===== config.mk =====
export PLATFORM = sky130hd
export DESIGN_NAME = framed_led_command_responder
export DESIGN_NICKNAME = d
export VERILOG_FILES = /design/src/flcr_pkg.sv /design/src/flcr_fifo.sv /design/src/flcr_front.sv /design/src/flcr_back.sv /design/src/framed_led_command_responder.sv
export SDC_FILE = /design/constraint.sdc
export NUM_CORES = 1
export LEC_CHECK = 0
export BUFFER_PORTS_ARGS = -buffer_cell sky130_fd_sc_hd__buf_2
export CORE_ASPECT_RATIO = 2
export CORE_MARGIN = 8
export CORE_UTILIZATION = 60
export DETAILED_ROUTE_END_ITERATION = 6
export PLACE_DENSITY_LB_ADDON = 0.25
export SYNTH_ARGS = -nofsm -noshare
export SYNTH_HDL_FRONTEND = slang
export SYNTH_SLANG_ARGS = --single-unit

===== constraint.sdc =====
create_clock -name clk -period 16.5 [get_ports clk]
set_clock_uncertainty 0.15 [all_clocks]
set_input_delay 1.65 -clock clk [delete_from_list [all_inputs] [get_ports clk]]
set_output_delay 1.65 -clock clk [all_outputs]
set_load 0.02 [all_outputs]

===== src/flcr_pkg.sv =====
// Shared types, character codes and lookup functions of the LED command responder.
`default_nettype none

package flcr_pkg;

    // Character codes
    localparam logic [7:0] CH_AT    = 8'h40;   // '@'
    localparam logic [7:0] CH_AMP   = 8'h26;   // '&'
    localparam logic [7:0] CH_ZERO  = 8'h30;   // '0'
    localparam logic [7:0] CH_ONE   = 8'h31;   // '1'
    localparam logic [7:0] CH_UPL   = 8'h4C;   // 'L'
    localparam logic [7:0] CH_UPS   = 8'h53;   // 'S'
    localparam logic [7:0] CH_L     = 8'h6C;   // 'l'
    localparam logic [7:0] CH_E     = 8'h65;   // 'e'
    localparam logic [7:0] CH_UNDER = 8'h5F;   // '_'
    localparam logic [7:0] CH_O     = 8'h6F;   // 'o'
    localparam logic [7:0] CH_N     = 8'h6E;   // 'n'
    localparam logic [7:0] CH_F     = 8'h66;   // 'f'

    // Frame matching
    localparam int         CMD_COUNT = 6;
    localparam logic [3:0] CMD_LEN   = 4'd7;
    localparam logic [3:0] POS_MAX   = 4'd15;
    localparam logic [5:0] ALL_CANDIDATES = 6'h3F;
    localparam logic [2:0] SEL_LAST  = 3'd5;

    // Acknowledgment is always nine characters long
    localparam logic [3:0] ACK_LEN   = 4'd9;

    // Count field width in the queue entry, the widest counter supported
    localparam int COUNT_W_MAX = 16;
    // Decimal digits of the widest count
    localparam logic [2:0] MAX_DIGITS = 3'd5;
    // v / 10 == (v * 0xCCCD) >> 19 for every 16-bit v
    localparam logic [15:0] DIV10_MUL = 16'hCCCD;
    localparam int          DIV10_SHIFT = 19;

    // One reply job handed from the front to the back
    typedef struct packed {
        logic                   is_press;
        logic [1:0]             led_idx;
        logic                   off;
        logic [1:0]             button;
        logic [COUNT_W_MAX-1:0] count;
        logic [2:0]             leds;
    } job_t;

    // Character at position pos of command k ("@leN_on" / "@leN_of")
    function automatic logic [7:0] cmd_char(input logic [2:0] k, input logic [2:0] pos);
        logic [7:0] c;
        case (pos)
            3'd0:    c = CH_AT;
            3'd1:    c = CH_L;
            3'd2:    c = CH_E;
            3'd3:    c = CH_ONE + {6'd0, k[2:1]};
            3'd4:    c = CH_UNDER;
            3'd5:    c = CH_O;
            3'd6:    c = k[0] ? CH_F : CH_N;
            default: c = 8'h00;
        endcase
        return c;
    endfunction

    // Character at position pos of the acknowledgment "@LleN_on&" / "@LleN_of&"
    function automatic logic [7:0] ack_char(input logic [3:0] pos, input logic [1:0] led,
                                            input logic off);
        logic [7:0] c;
        case (pos)
            4'd0:    c = CH_AT;
            4'd1:    c = CH_UPL;
            4'd2:    c = CH_L;
            4'd3:    c = CH_E;
            4'd4:    c = CH_ONE + {6'd0, led};
            4'd5:    c = CH_UNDER;
            4'd6:    c = CH_O;
            4'd7:    c = off ? CH_F : CH_N;
            default: c = CH_AMP;
        endcase
        return c;
    endfunction

endpackage

`default_nettype wire


===== src/flcr_fifo.sv =====
// Short register queue of reply jobs between the front and the back.
`default_nettype none

module flcr_fifo #(
    parameter int DEPTH = 2
) (
    input  wire logic          clk,
    input  wire logic          rst_n,
    input  wire logic          push,
    input  wire flcr_pkg::job_t push_data,
    output logic               full,
    input  wire logic          pop,
    output flcr_pkg::job_t     pop_data,
    output logic               empty
);
    import flcr_pkg::*;

    localparam int PW = (DEPTH > 1) ? $clog2(DEPTH) : 1;
    localparam int CW = $clog2(DEPTH + 1);
    localparam logic [PW-1:0] PTR_LAST = PW'(DEPTH - 1);
    localparam logic [CW-1:0] CNT_FULL = CW'(DEPTH);

    job_t          mem_reg [DEPTH];
    logic [PW-1:0] wr_ptr_reg, wr_ptr_next;
    logic [PW-1:0] rd_ptr_reg, rd_ptr_next;
    logic [CW-1:0] count_reg, count_next;

    assign full     = (count_reg == CNT_FULL);
    assign empty    = (count_reg == '0);
    assign pop_data = mem_reg[rd_ptr_reg];

    // Advance pointers and occupancy
    always_comb
    begin
        wr_ptr_next = wr_ptr_reg;
        rd_ptr_next = rd_ptr_reg;
        count_next  = count_reg;
        if (push)
        begin
            wr_ptr_next = (wr_ptr_reg == PTR_LAST) ? '0 : wr_ptr_reg + 1'b1;
        end
        if (pop)
        begin
            rd_ptr_next = (rd_ptr_reg == PTR_LAST) ? '0 : rd_ptr_reg + 1'b1;
        end
        if (push && !pop)
        begin
            count_next = count_reg + 1'b1;
        end
        else if (pop && !push)
        begin
            count_next = count_reg - 1'b1;
        end
    end

    always_ff @(posedge clk or negedge rst_n)
    begin
        if (!rst_n)
        begin
            wr_ptr_reg <= '0;
            rd_ptr_reg <= '0;
            count_reg  <= '0;
        end
        else
        begin
            wr_ptr_reg <= wr_ptr_next;
            rd_ptr_reg <= rd_ptr_next;
            count_reg  <= count_next;
        end
    end

    // Store the pushed job
    always_ff @(posedge clk)
    begin
        if (push)
        begin
            mem_reg[wr_ptr_reg] <= push_data;
        end
    end

    a_no_overfill: assert property (@(posedge clk) disable iff (!rst_n)
        count_reg <= CNT_FULL)
        else $error("queue occupancy beyond depth");

    a_push_grows: assert property (@(posedge clk) disable iff (!rst_n)
        (push && !pop) |=> (count_reg == $past(count_reg) + 1'b1))
        else $error("push without pop did not grow the queue");

endmodule

`default_nettype wire


===== src/flcr_front.sv =====
// Front part: accepts requests, tracks frames, LEDs and press counters, queues reply jobs.
`default_nettype none

module flcr_front #(
    parameter int COUNTER_WIDTH = 16
) (
    input  wire logic           clk,
    input  wire logic           rst_n,
    input  wire logic           req_valid,
    output logic                req_stall,
    input  wire logic           operation,
    input  wire logic [7:0]     rx_byte,
    input  wire logic [1:0]     button_index,
    output logic                push,
    output flcr_pkg::job_t      push_data,
    input  wire logic           full
);
    import flcr_pkg::*;

    logic [3:0]               pos_reg, pos_next;
    logic [5:0]               cand_reg, cand_next;
    logic [2:0]               led_reg, led_next;
    logic [COUNTER_WIDTH-1:0] cnt_reg [3];
    logic [COUNTER_WIDTH-1:0] cnt_next [3];

    logic                     accept;
    logic [3:0]               pos_w;
    logic [5:0]               cand_w;
    logic [2:0]               sel;
    logic [COUNTER_WIDTH-1:0] cnt_inc;

    assign req_stall = full;
    assign accept    = req_valid && !full;

    // Classify the request and update frame, LED and counter state
    always_comb
    begin
        pos_next  = pos_reg;
        cand_next = cand_reg;
        led_next  = led_reg;
        cnt_next  = cnt_reg;
        push      = 1'b0;
        push_data = '0;
        pos_w     = pos_reg;
        cand_w    = cand_reg;
        sel       = SEL_LAST;
        cnt_inc   = '0;
        if (accept && !operation)
        begin
            // Restart on '@'
            if (rx_byte == CH_AT)
            begin
                pos_w  = '0;
                cand_w = ALL_CANDIDATES;
            end
            // Drop commands that no longer match
            if (pos_w < CMD_LEN)
            begin
                for (int k = 0; k < CMD_COUNT; k++)
                begin
                    if (cmd_char(3'(k), pos_w[2:0]) != rx_byte)
                    begin
                        cand_w[k] = 1'b0;
                    end
                end
            end
            if (pos_w < POS_MAX)
            begin
                pos_w = pos_w + 1'b1;
            end
            // First matching command wins
            for (int k = CMD_COUNT - 2; k >= 0; k--)
            begin
                if (cand_w[k])
                begin
                    sel = 3'(k);
                end
            end
            // Close the frame on '&'
            if (rx_byte == CH_AMP)
            begin
                if (pos_w > CMD_LEN && cand_w != '0)
                begin
                    if (sel[0])
                    begin
                        led_next = led_reg & ~(3'b001 << sel[2:1]);
                    end
                    else
                    begin
                        led_next = led_reg | (3'b001 << sel[2:1]);
                    end
                    push               = 1'b1;
                    push_data.is_press = 1'b0;
                    push_data.led_idx  = sel[2:1];
                    push_data.off      = sel[0];
                    push_data.leds     = led_next;
                end
                pos_w  = '0;
                cand_w = ALL_CANDIDATES;
            end
            pos_next  = pos_w;
            cand_next = cand_w;
        end
        else if (accept && operation)
        begin
            case (button_index)
                2'd0, 2'd1, 2'd2:
                begin
                    cnt_inc                = cnt_reg[button_index] + 1'b1;
                    cnt_next[button_index] = cnt_inc;
                    push                   = 1'b1;
                    push_data.is_press     = 1'b1;
                    push_data.button       = button_index;
                    push_data.count        = COUNT_W_MAX'(cnt_inc);
                    push_data.leds         = led_reg;
                end
                default:
                begin
                    // Ignore a press of a button that does not exist
                    push = 1'b0;
                end
            endcase
        end
    end

    always_ff @(posedge clk or negedge rst_n)
    begin
        if (!rst_n)
        begin
            pos_reg  <= '0;
            cand_reg <= ALL_CANDIDATES;
            led_reg  <= '0;
            for (int i = 0; i < 3; i++)
            begin
                cnt_reg[i] <= '0;
            end
        end
        else
        begin
            pos_reg  <= pos_next;
            cand_reg <= cand_next;
            led_reg  <= led_next;
            cnt_reg  <= cnt_next;
        end
    end

endmodule

`default_nettype wire


===== src/flcr_back.sv =====
// Back part: takes reply jobs, converts counts to decimal and sends reply characters.
`default_nettype none

module flcr_back (
    input  wire logic           clk,
    input  wire logic           rst_n,
    input  wire logic           empty,
    input  wire flcr_pkg::job_t pop_data,
    output logic                pop,
    output logic                rsp_valid,
    input  wire logic           rsp_stall,
    output logic [7:0]          tx_byte,
    output logic                last_byte,
    output logic [2:0]          led_state
);
    import flcr_pkg::*;

    typedef enum logic [2:0] {
        ST_IDLE = 3'b001,
        ST_CONV = 3'b010,
        ST_EMIT = 3'b100
    } state_t;

    state_t                 state_reg, state_next;
    job_t                   job_reg, job_next;
    logic [COUNT_W_MAX-1:0] val_reg, val_next;
    logic [3:0]             dig_reg [5];
    logic [2:0]             nd_reg, nd_next;
    logic [3:0]             pos_reg, pos_next;
    logic                   out_valid_reg, out_valid_next;
    logic [7:0]             out_byte_reg, out_byte_next;
    logic                   out_last_reg, out_last_next;
    logic [2:0]             out_leds_reg, out_leds_next;

    logic                   out_free;
    logic [31:0]            prod;
    logic [COUNT_W_MAX-1:0] quot;
    logic [COUNT_W_MAX-1:0] rem_full;
    logic                   dig_wr;
    logic [3:0]             len;
    logic [3:0]             dig_sel;
    logic [7:0]             ch;

    assign rsp_valid = out_valid_reg;
    assign tx_byte   = out_byte_reg;
    assign last_byte = out_last_reg;
    assign led_state = out_leds_reg;
    assign out_free  = !out_valid_reg || !rsp_stall;

    // Divide by ten through the reciprocal
    assign prod     = val_reg * DIV10_MUL;
    assign quot     = COUNT_W_MAX'(prod[31:DIV10_SHIFT]);
    assign rem_full = val_reg - ((quot << 3) + (quot << 1));

    // Pick the character at the current reply position
    always_comb
    begin
        len     = job_reg.is_press ? (4'd4 + {1'b0, nd_reg}) : ACK_LEN;
        dig_sel = {1'b0, nd_reg} + 4'd2 - pos_reg;
        if (!job_reg.is_press)
        begin
            ch = ack_char(pos_reg, job_reg.led_idx, job_reg.off);
        end
        else if (pos_reg == 4'd0)
        begin
            ch = CH_AT;
        end
        else if (pos_reg == 4'd1)
        begin
            ch = CH_UPS;
        end
        else if (pos_reg == 4'd2)
        begin
            ch = CH_ZERO + {6'd0, job_reg.button};
        end
        else if (pos_reg == len - 4'd1)
        begin
            ch = CH_AMP;
        end
        else
        begin
            ch = CH_ZERO + {4'd0, dig_reg[dig_sel[2:0]]};
        end
    end

    // Sequence: fetch job, convert the count of a press, send characters
    always_comb
    begin
        state_next     = state_reg;
        job_next       = job_reg;
        val_next       = val_reg;
        nd_next        = nd_reg;
        pos_next       = pos_reg;
        pop            = 1'b0;
        dig_wr         = 1'b0;
        out_valid_next = out_valid_reg && rsp_stall;
        out_byte_next  = out_byte_reg;
        out_last_next  = out_last_reg;
        out_leds_next  = out_leds_reg;
        case (state_reg)
            ST_IDLE:
            begin
                if (!empty)
                begin
                    pop        = 1'b1;
                    job_next   = pop_data;
                    val_next   = pop_data.count;
                    nd_next    = '0;
                    pos_next   = '0;
                    state_next = pop_data.is_press ? ST_CONV : ST_EMIT;
                end
            end
            ST_CONV:
            begin
                dig_wr   = 1'b1;
                nd_next  = nd_reg + 1'b1;
                val_next = quot;
                if (quot == '0 || nd_next == MAX_DIGITS)
                begin
                    state_next = ST_EMIT;
                end
            end
            ST_EMIT:
            begin
                if (out_free)
                begin
                    out_valid_next = 1'b1;
                    out_byte_next  = ch;
                    out_last_next  = (pos_reg == len - 4'd1);
                    out_leds_next  = job_reg.leds;
                    pos_next       = pos_reg + 1'b1;
                    if (pos_reg == len - 4'd1)
                    begin
                        state_next = ST_IDLE;
                    end
                end
            end
            default:
            begin
                state_next = ST_IDLE;
            end
        endcase
    end

    always_ff @(posedge clk or negedge rst_n)
    begin
        if (!rst_n)
        begin
            state_reg     <= ST_IDLE;
            out_valid_reg <= 1'b0;
        end
        else
        begin
            state_reg     <= state_next;
            out_valid_reg <= out_valid_next;
        end
    end

    // Hold job, count and output payload
    always_ff @(posedge clk)
    begin
        job_reg      <= job_next;
        val_reg      <= val_next;
        nd_reg       <= nd_next;
        pos_reg      <= pos_next;
        out_byte_reg <= out_byte_next;
        out_last_reg <= out_last_next;
        out_leds_reg <= out_leds_next;
        if (dig_wr)
        begin
            dig_reg[nd_reg] <= rem_full[3:0];
        end
    end

    a_last_is_amp: assert property (@(posedge clk) disable iff (!rst_n)
        (rsp_valid && last_byte) |-> (tx_byte == CH_AMP))
        else $error("reply ends on a character other than the closing mark");

    a_digit_bound: assert property (@(posedge clk) disable iff (!rst_n)
        (state_reg == ST_CONV) |-> (nd_reg < MAX_DIGITS && rem_full < 16'd10))
        else $error("decimal conversion out of range");

endmodule

`default_nettype wire


===== src/framed_led_command_responder.sv =====
// Top level of the framed LED command responder: front, job queue and back.
//
//   channel | handshake            | payload
//   --------+----------------------+-------------------------------------
//   req     | req_valid/req_stall  | operation, rx_byte, button_index
//   rsp     | rsp_valid/rsp_stall  | tx_byte, last_byte, led_state
//
// The front takes one request per cycle while the job queue has room.
// In the back an acknowledgment is a fetch of the job and then its nine characters.
// A press reply with a count of D decimal digits is a fetch, then the divide-by-ten step
// that yields one digit per cycle, then 4 + D characters.
// Reset clears frame state, LEDs, counters, the queue and the output valid flag.
// A stall on rsp holds the output register; the queue then fills and raises req_stall.
`default_nettype none

module framed_led_command_responder #(
    parameter int COUNTER_WIDTH = 16,
    parameter int QUEUE_DEPTH   = 2
) (
    input  wire logic       clk,
    input  wire logic       rst_n,
    input  wire logic       req_valid,
    output logic            req_stall,
    input  wire logic       operation,
    input  wire logic [7:0] rx_byte,
    input  wire logic [1:0] button_index,
    output logic            rsp_valid,
    input  wire logic       rsp_stall,
    output logic [7:0]      tx_byte,
    output logic            last_byte,
    output logic [2:0]      led_state
);
    import flcr_pkg::*;

    logic push;
    logic pop;
    logic full;
    logic empty;
    job_t push_data;
    job_t pop_data;

    flcr_front #(
        .COUNTER_WIDTH(COUNTER_WIDTH)
    ) u_front (
        .clk          (clk),
        .rst_n        (rst_n),
        .req_valid    (req_valid),
        .req_stall    (req_stall),
        .operation    (operation),
        .rx_byte      (rx_byte),
        .button_index (button_index),
        .push         (push),
        .push_data    (push_data),
        .full         (full)
    );

    flcr_fifo #(
        .DEPTH(QUEUE_DEPTH)
    ) u_fifo (
        .clk       (clk),
        .rst_n     (rst_n),
        .push      (push),
        .push_data (push_data),
        .full      (full),
        .pop       (pop),
        .pop_data  (pop_data),
        .empty     (empty)
    );

    flcr_back u_back (
        .clk       (clk),
        .rst_n     (rst_n),
        .empty     (empty),
        .pop_data  (pop_data),
        .pop       (pop),
        .rsp_valid (rsp_valid),
        .rsp_stall (rsp_stall),
        .tx_byte   (tx_byte),
        .last_byte (last_byte),
        .led_state (led_state)
    );

endmodule

`default_nettype wire

# Word level (Yosys, flattened, before mapping)
# Memory sizes are Yosys's and may differ from the RTL's.
# Index checks and enable logic that the tools add are counted.
[classes]
muxes = 95
n_eq_ne = 33
shift = 1
reduce_logical = 33
addsub = 17
magnitude_cmp = 5
multipliers = 1
bitwise_logic = 6
[op_table]
columns = ["op", "n"]
rows = [
  ["$pmux W7 S7", 6],
  ["$mux W8", 17],
  ["$mux W16", 4],
  ["$pmux W8 S8", 1],
  ["$mux W3", 17],
  ["$bwmux W48", 1],
  ["$ne A8 B8 Y1", 6],
  ["$mux W21", 2],
  ["$mux W4", 10],
  ["$bmux W16 S2", 1],
  ["$demux W16 S2", 1],
  ["$mul A16 B16 Y32 const B", 1],
  ["$pmux W16 S2", 1],
  ["$mux W1", 24],
  ["$mux W6", 4],
  ["$mux W18", 1],
  ["$add A16 B1 Y16 const B", 1],
  ["$eq A4 B3 Y1 const B", 4],
  ["$logic_not A16 Y1", 1],
  ["$eq A3 B3 Y1 const B", 5],
  ["$add A6 B2 Y7 const A", 2],
  ["$eq A3 B2 Y1 const B", 3],
  ["$pmux W3 S3", 1],
  ["$reduce_and A3 Y1", 3],
  ["other kinds (47)", 74],
]
[word_totals]
word_cells = 215
input_bits = 15
memories = 2
ff_bits = 113
output_inout_bits = 14
ram_bits = 70
[mem_list]
columns = ["memory", "words", "word_bits", "read_ports", "rd_clocked_by_memory_dff", "wr", "line_no", "text"]
rows = [
  ["u_fifo.mem_reg", 2, 25, 1, 0, 1, "flcr_fifo.sv:23", "job_t mem_reg [DEPTH];"],
  ["u_back.dig_reg", 5, 4, 1, 0, 1, "flcr_back.sv:27", "logic [3:0] dig_reg [5];"],
]

# Depth between registers and ports, before layout
[logic_depth]
word_depth = 26
mapped_depth = 23
mapped_depth_nobuf = 23

# Modules after synthesis
# From an unflattened synthesis, not the netlist that was laid out.
[hier_totals]
hier_cells = 1289
area_unflattened_um2 = 14063.5
[by_module_without_submodules]
columns = ["mod", "n_inst", "area_per_inst_um2", "seq_area_each_um2", "cells_per_inst"]
rows = [
  ["flcr_back", 1, 8021.4, 1993.2, 773],
  ["flcr_front", 1, 3950.0, 1534.0, 422],
  ["flcr_fifo", 1, 2092.0, 1601.5, 94],
]

# Least setup slack after synthesis
# Ideal clock, no wire load.
[synth_timing]
path_type = "input to register"
start = "input port rx_byte[3]"
end = "memory u_fifo.mem_reg[0][0] (netlist bit), enable pin"
required_ps = 15943
n_path_buf = 1
cell_stages = 14
slack_ps = 10368
arrival_ps = 5575
setup_time_ps = 407
path_cell_list = "buf_6 > nor4_2 > nand2_1 > nand2_1 > inv_1 > ha_1 > or2_2 > a221oi_1 > o221ai_2 > nor4_1 > o22ai_2 > a41o_1 > and2_4 > nor2_1"
[synth_between]
elab_chain_cells = 18
elab_cells_between_ends = 57
cone_classes = "add/sub (1); order compare (3); eq/ne (14); mux (36); reduce/logical (3)"
[synth_rtl]
columns = ["item", "line_no", "text"]
rows = [
  ["start, declared", "framed_led_command_responder.sv:25", "input wire logic [7:0] rx_byte,"],
  ["$eq A8 B7 Y1", "flcr_front.sv:51", "if (rx_byte == CH_AT)"],
  ["$mux W4", "flcr_front.sv:51", ""],
  ["$mux W4", "flcr_front.sv:48", "if (accept && !operation)"],
  ["$eq A3 B3 Y1 (tied with other cells)", "flcr_pkg.sv:51", "case (pos)"],
  ["$pmux W7 S7", "flcr_pkg.sv:51", ""],
  ["$mux W8", "flcr_front.sv:57", "if (pos_w < CMD_LEN)"],
  ["$mux W8", "flcr_front.sv:48", ""],
  ["$ne A8 B8 Y1", "flcr_front.sv:61", "if (cmd_char(3'(k), pos_w[2:0]) != rx_byte)"],
  ["[... 2 more ...]", "--", ""],
  ["$mux W6", "flcr_front.sv:48", ""],
  ["$reduce_bool A6 Y1", "flcr_front.sv:82", "if (pos_w > CMD_LEN && cand_w != '0)"],
  ["$logic_and A1 B1 Y1", "flcr_front.sv:82", ""],
  ["$mux W1", "flcr_front.sv:82", ""],
  ["$mux W1 (*)", "flcr_front.sv:80", "if (rx_byte == CH_AMP)"],
  ["$mux W1 (*)", "flcr_front.sv:48", ""],
  ["$mux W1 (*)", "flcr_fifo.sv:75", "if (push)"],
  ["$mux W1 (implied by the code) (*)", "flcr_fifo.sv:77", "mem_reg[wr_ptr_reg] <= push_data;"],
  ["end, declared", "flcr_fifo.sv:23", ""],
]
# Every way passes the cells marked *; elsewhere a longest branch is shown, timed or not. The select of a mux whose other input is x is not followed.

# Final worst setup path
[layout_timing]
start = "register u_back.val_reg[7]"
end = "memory u_back.dig_reg[0][3], data pin"
[layout_between]
elab_chain_cells = 3
[layout_rtl]
columns = ["item", "line_no", "text"]
rows = [
  ["start, declared", "flcr_back.sv:26", "logic [COUNT_W_MAX-1:0] val_reg, val_next;"],
  ["start signal, assigned", "flcr_back.sv:163", "val_reg <= val_next;"],
  ["$mul A16 B16 Y32", "flcr_back.sv:51", "assign prod = val_reg * DIV10_MUL;"],
  ["$add A4 B4 Y4", "flcr_back.sv:53", "assign rem_full = val_reg - ((quot << 3) + (quot << 1));"],
  ["$sub A4 B4 Y4", "flcr_back.sv:53", ""],
  ["net u_back.rem_full[3]", "flcr_back.sv:38", "logic [COUNT_W_MAX-1:0] rem_full;"],
  ["end, declared", "flcr_back.sv:27", ""],
]
# The timed path passes the listed nets, and every way through them passes these cells.

==> flow_metrics.env <==
export IMPL_outcome="completed"
export IMPL_finalWorstSetupSlack_ns=9.83
export IMPL_min_path_type="flip-flop to flip-flop"
export IMPL_synth_compound_area_share_pct=11.0
export IMPL_synth_distinct_cells=86
export IMPL_yosysWarnings=0
export IMPL_period_share_pct=40.4
export IMPL_clock_sinks=182
export IMPL_drive_above_1_share_pct=8.99
export IMPL_cp_start_kind="flip-flop"
export IMPL_slew_headroom_pct=19.8
export IMPL_startpoint="u_back.val_reg[7]$_DFFE_PP_"
export IMPL_setup_tns_ns=0
export IMPL_async_flop_share_pct=37.9
export IMPL_path_clk_slew_ns=0.07
export IMPL_path_buf_inv=4
export IMPL_setup_viol=0
export IMPL_cts_tree="done"
export IMPL_crit_slowest_cell="fa_1"
export IMPL_track_usage_pct=24.9
export IMPL_clock_latency_ns=0.44
export IMPL_synth_top_family_by_area="adder cells"
export IMPL_antenna_cells=0
export IMPL_slew_viol_final=0
export IMPL_post_cts_buffers=0
export IMPL_synth_fa_ha_area_share_pct=25.4
export IMPL_pin_count=29
export IMPL_dp_slack_ns=9.92
export IMPL_hold_violations=0
export IMPL_area_delta_synth_final_pct=7.27
export IMPL_worst_setup_path_type="flip-flop to flip-flop"
export IMPL_grt_max_degree=70
export IMPL_wl_per_cell_um=20.0
export IMPL_syn_num_nets=1595
export IMPL_die_width_um=123
export IMPL_hpwlAfterDp_mm=26.8
export IMPL_syn_area_sq_um=13800
export IMPL_worst_path_dominant_cell_family="adder cells"
export IMPL_worstMarginPinSlew_ns=1.19
export IMPL_r2r_start="u_back.val_reg[7]$_DFFE_PP_"
export IMPL_cts_hold_buffers_added=0
export IMPL_drtIter0Drc=444
export IMPL_drc_errors=0
export IMPL_final_nets=1614
export IMPL_postRouteAntennaNets=0
export IMPL_cp_arrival_ns=6.74
export IMPL_fmax_ghz=0.150
export IMPL_end_kind="flip-flop"
export IMPL_finalWirelength_mm=33.1
export IMPL_max_clock_path_buffers=2
export IMPL_rsz0062_at_grt="false"
export IMPL_cts_root_buf="clkbuf_16"
export IMPL_vias_per_cell=5.88
export IMPL_synthSimpleGateAreaFrac_pct=12.3
export IMPL_crit_chain="ha_1 > inv_1 > fa_1 > inv_1 > fa_1 > fa_1 > fa_1 > inv_1 > fa_1 > inv_1 > ha_1 > o21ai_0 > o21ai_0 > a211oi_1 > a311oi_1 > o311ai_0 > ha_1 > nand2_1 > nand2_1 > xnor2_1 > xnor2_1"
export IMPL_core_sq_um=22600
export IMPL_fin_hold_ws_ns=0.282
export IMPL_synth_top_flop_cell="edfxtp_1"
export IMPL_port_buffers=27
export IMPL_antenna_found_initial=0
export IMPL_vias=9753
export IMPL_synth_edf_count=113
export IMPL_fin_crit_ns=6.67
export IMPL_syn_inst=1347
export IMPL_grt_pass1_wl_mm=54.1
export IMPL_synth_seq_area_share_pct=37.1
export IMPL_worstPathMaxFanout=5
export IMPL_cts_made_buffers=17
export IMPL_die_h_um=231
export IMPL_muxShareOfSynthArea_pct=4.60
export IMPL_cp_common_cell="fa_1"
export IMPL_syn_area_per_cell_sq_um=10.3
export IMPL_htree_levels=4
export IMPL_drtPass1Iterations=7
export IMPL_grt_pass1_vias=10500
export IMPL_slowest_delay_ns=0.54
export IMPL_worstPathRequired_ns=16.56
export IMPL_hold_start="u_back.job_reg[1]$_DFFE_PP_"
export IMPL_grt_overflow=0
export IMPL_die_area_sq_um=28500
export IMPL_synth_seq_cells=182
export IMPL_start_util_pct=61.1
export IMPL_place_congestion=0.994
export IMPL_cts_resized=0
export IMPL_fp_row_count=78
export IMPL_cap_violations=0
export IMPL_synth_xor_area_share_pct=3.28
export IMPL_largest_reg_flops=50
-- final cells by class --
class,count,area (sq um)
clock buffer,19,433
clock inverter,13,171
fill,1801,7810
inverter,195,732
multi-input combinational,935,7820
sequential,182,5130
tap,280,350
timing repair buffer,35,195
-- stage by stage --
stage	util, %	instances	area (sq um)
3_5_place_dp	62.8	1627	14200
6_report	65.5	1659	14800
2_1_floorplan	-	1347	13800
3_3_place_gp	62.8	1627	14200
5_1_grt	65.5	1659	14800
4_1_cts	65.5	1659	14800
-- synthesized netlist by cell type, types with 5 or more instances --
master,instances,area [sq um]
or3_1,6,37.5
a311oi_1,5,43.8
and3_1,12,75.1
fa_1,79,1580
edfxtp_1,113,3390
xor2_1,18,158
inv_1,194,728
and2_1,21,131
dfrtp_1,62,1550
mux2_2,20,225
nand4_1,6,37.5
nor2_1,68,255
nor2b_1,6,37.5
o211ai_1,10,75.1
nand2_1,175,657
o21a_1,5,37.5
dfstp_2,7,184
o21ai_0,51,255
o31ai_1,8,60.1
clkbuf_1,27,101
nor4_1,7,43.8
nand2b_1,8,50.1
ha_1,154,1930
a21oi_1,55,275
mux2i_1,32,320
or2_2,7,43.8
nand3_1,24,120
a211oi_1,18,135
a21o_1,18,135
xnor2_1,30,263
nor3_1,12,60.1
-- final timing paths --
| check | slack [ns] | endpoint | cells past startpoint |
|---|---|---|---|
| setup / recovery | 9.83 | u_back.dig_reg[0][3]$_DFFE_PP_ | 21 |
| hold / removal | 0.28 | u_back.led_state[1]$_DFFE_PP_ | 0 |
| setup reg to reg | 9.83 | u_back.dig_reg[0][3]$_DFFE_PP_ | 21 |
| hold reg to reg | 0.28 | u_back.led_state[1]$_DFFE_PP_ | 0 |
| max in group asynchronous | 14.34 | u_back.rsp_valid$_DFF_PN0_ | 2 |
| min in group asynchronous | 1.24 | u_front.cnt_reg[38]$_DFFE_PN0P_ | 2 |
-- routing by layer --
metal | vias to the layer above | share of wire (%) | GRT usage [%]
li1 | 4660 | - | -
met3 | 101 | 2.5 | 3.64
met1 | 4777 | 33 | 23.1
met2 | 215 | 58 | 48.3
met5 | - | 0 | 0
met4 | 0 | 6.2 | 15.1
-- cell usage in the layout (no fill, tap or decap), types with 6 or more instances in the layout --
master,n
nand2b_1,8
nor3_1,12
and2_1,21
nor2_1,67
o31ai_1,8
fa_1,79
dfstp_2,7
dfrtp_1,62
a211oi_1,18
a21o_1,18
xor2_1,18
o21ai_0,51
xnor2_1,30
a21oi_1,55
clkbuf_16,17
nor2b_1,6
mux2i_1,32
buf_2,27
o211ai_1,10
ha_1,154
nor4_1,7
nand2_1,175
or2_2,7
nand3_1,24
or3_1,6
buf_4,8
inv_1,194
and3_1,12
edfxtp_1,113
mux2_2,20
nand4_1,6
-- worst register-to-register path, stage by stage, from the launching register on --
cell	delay, ns
edfxtp_1	0.49
ha_1	0.42
inv_1	0.09
fa_1	0.54
inv_1	0.06
fa_1	0.51
fa_1	0.53
fa_1	0.54
inv_1	0.06
fa_1	0.53
inv_1	0.04
ha_1	0.29
o21ai_0	0.11
o21ai_0	0.36
a211oi_1	0.13
a311oi_1	0.27
o311ai_0	0.32
ha_1	0.40
nand2_1	0.07
nand2_1	0.06
xnor2_1	0.17
xnor2_1	0.31
-- logic make-up (layout without fill, tap and decap cells) --
logic type,Yosys count,after routing
xor gates and xnor gates,50,50
and+or+nand+nor,368,368
muxes,56,56
DFF,182,182
AOI/OAI and AO/OA,227,227
adders and majority gates,233,233
buffers and inverters,230,262
other,1,1
Power is not shown: default switching activity piles up to over one toggle a cycle in this logic, so the estimate is an artifact.
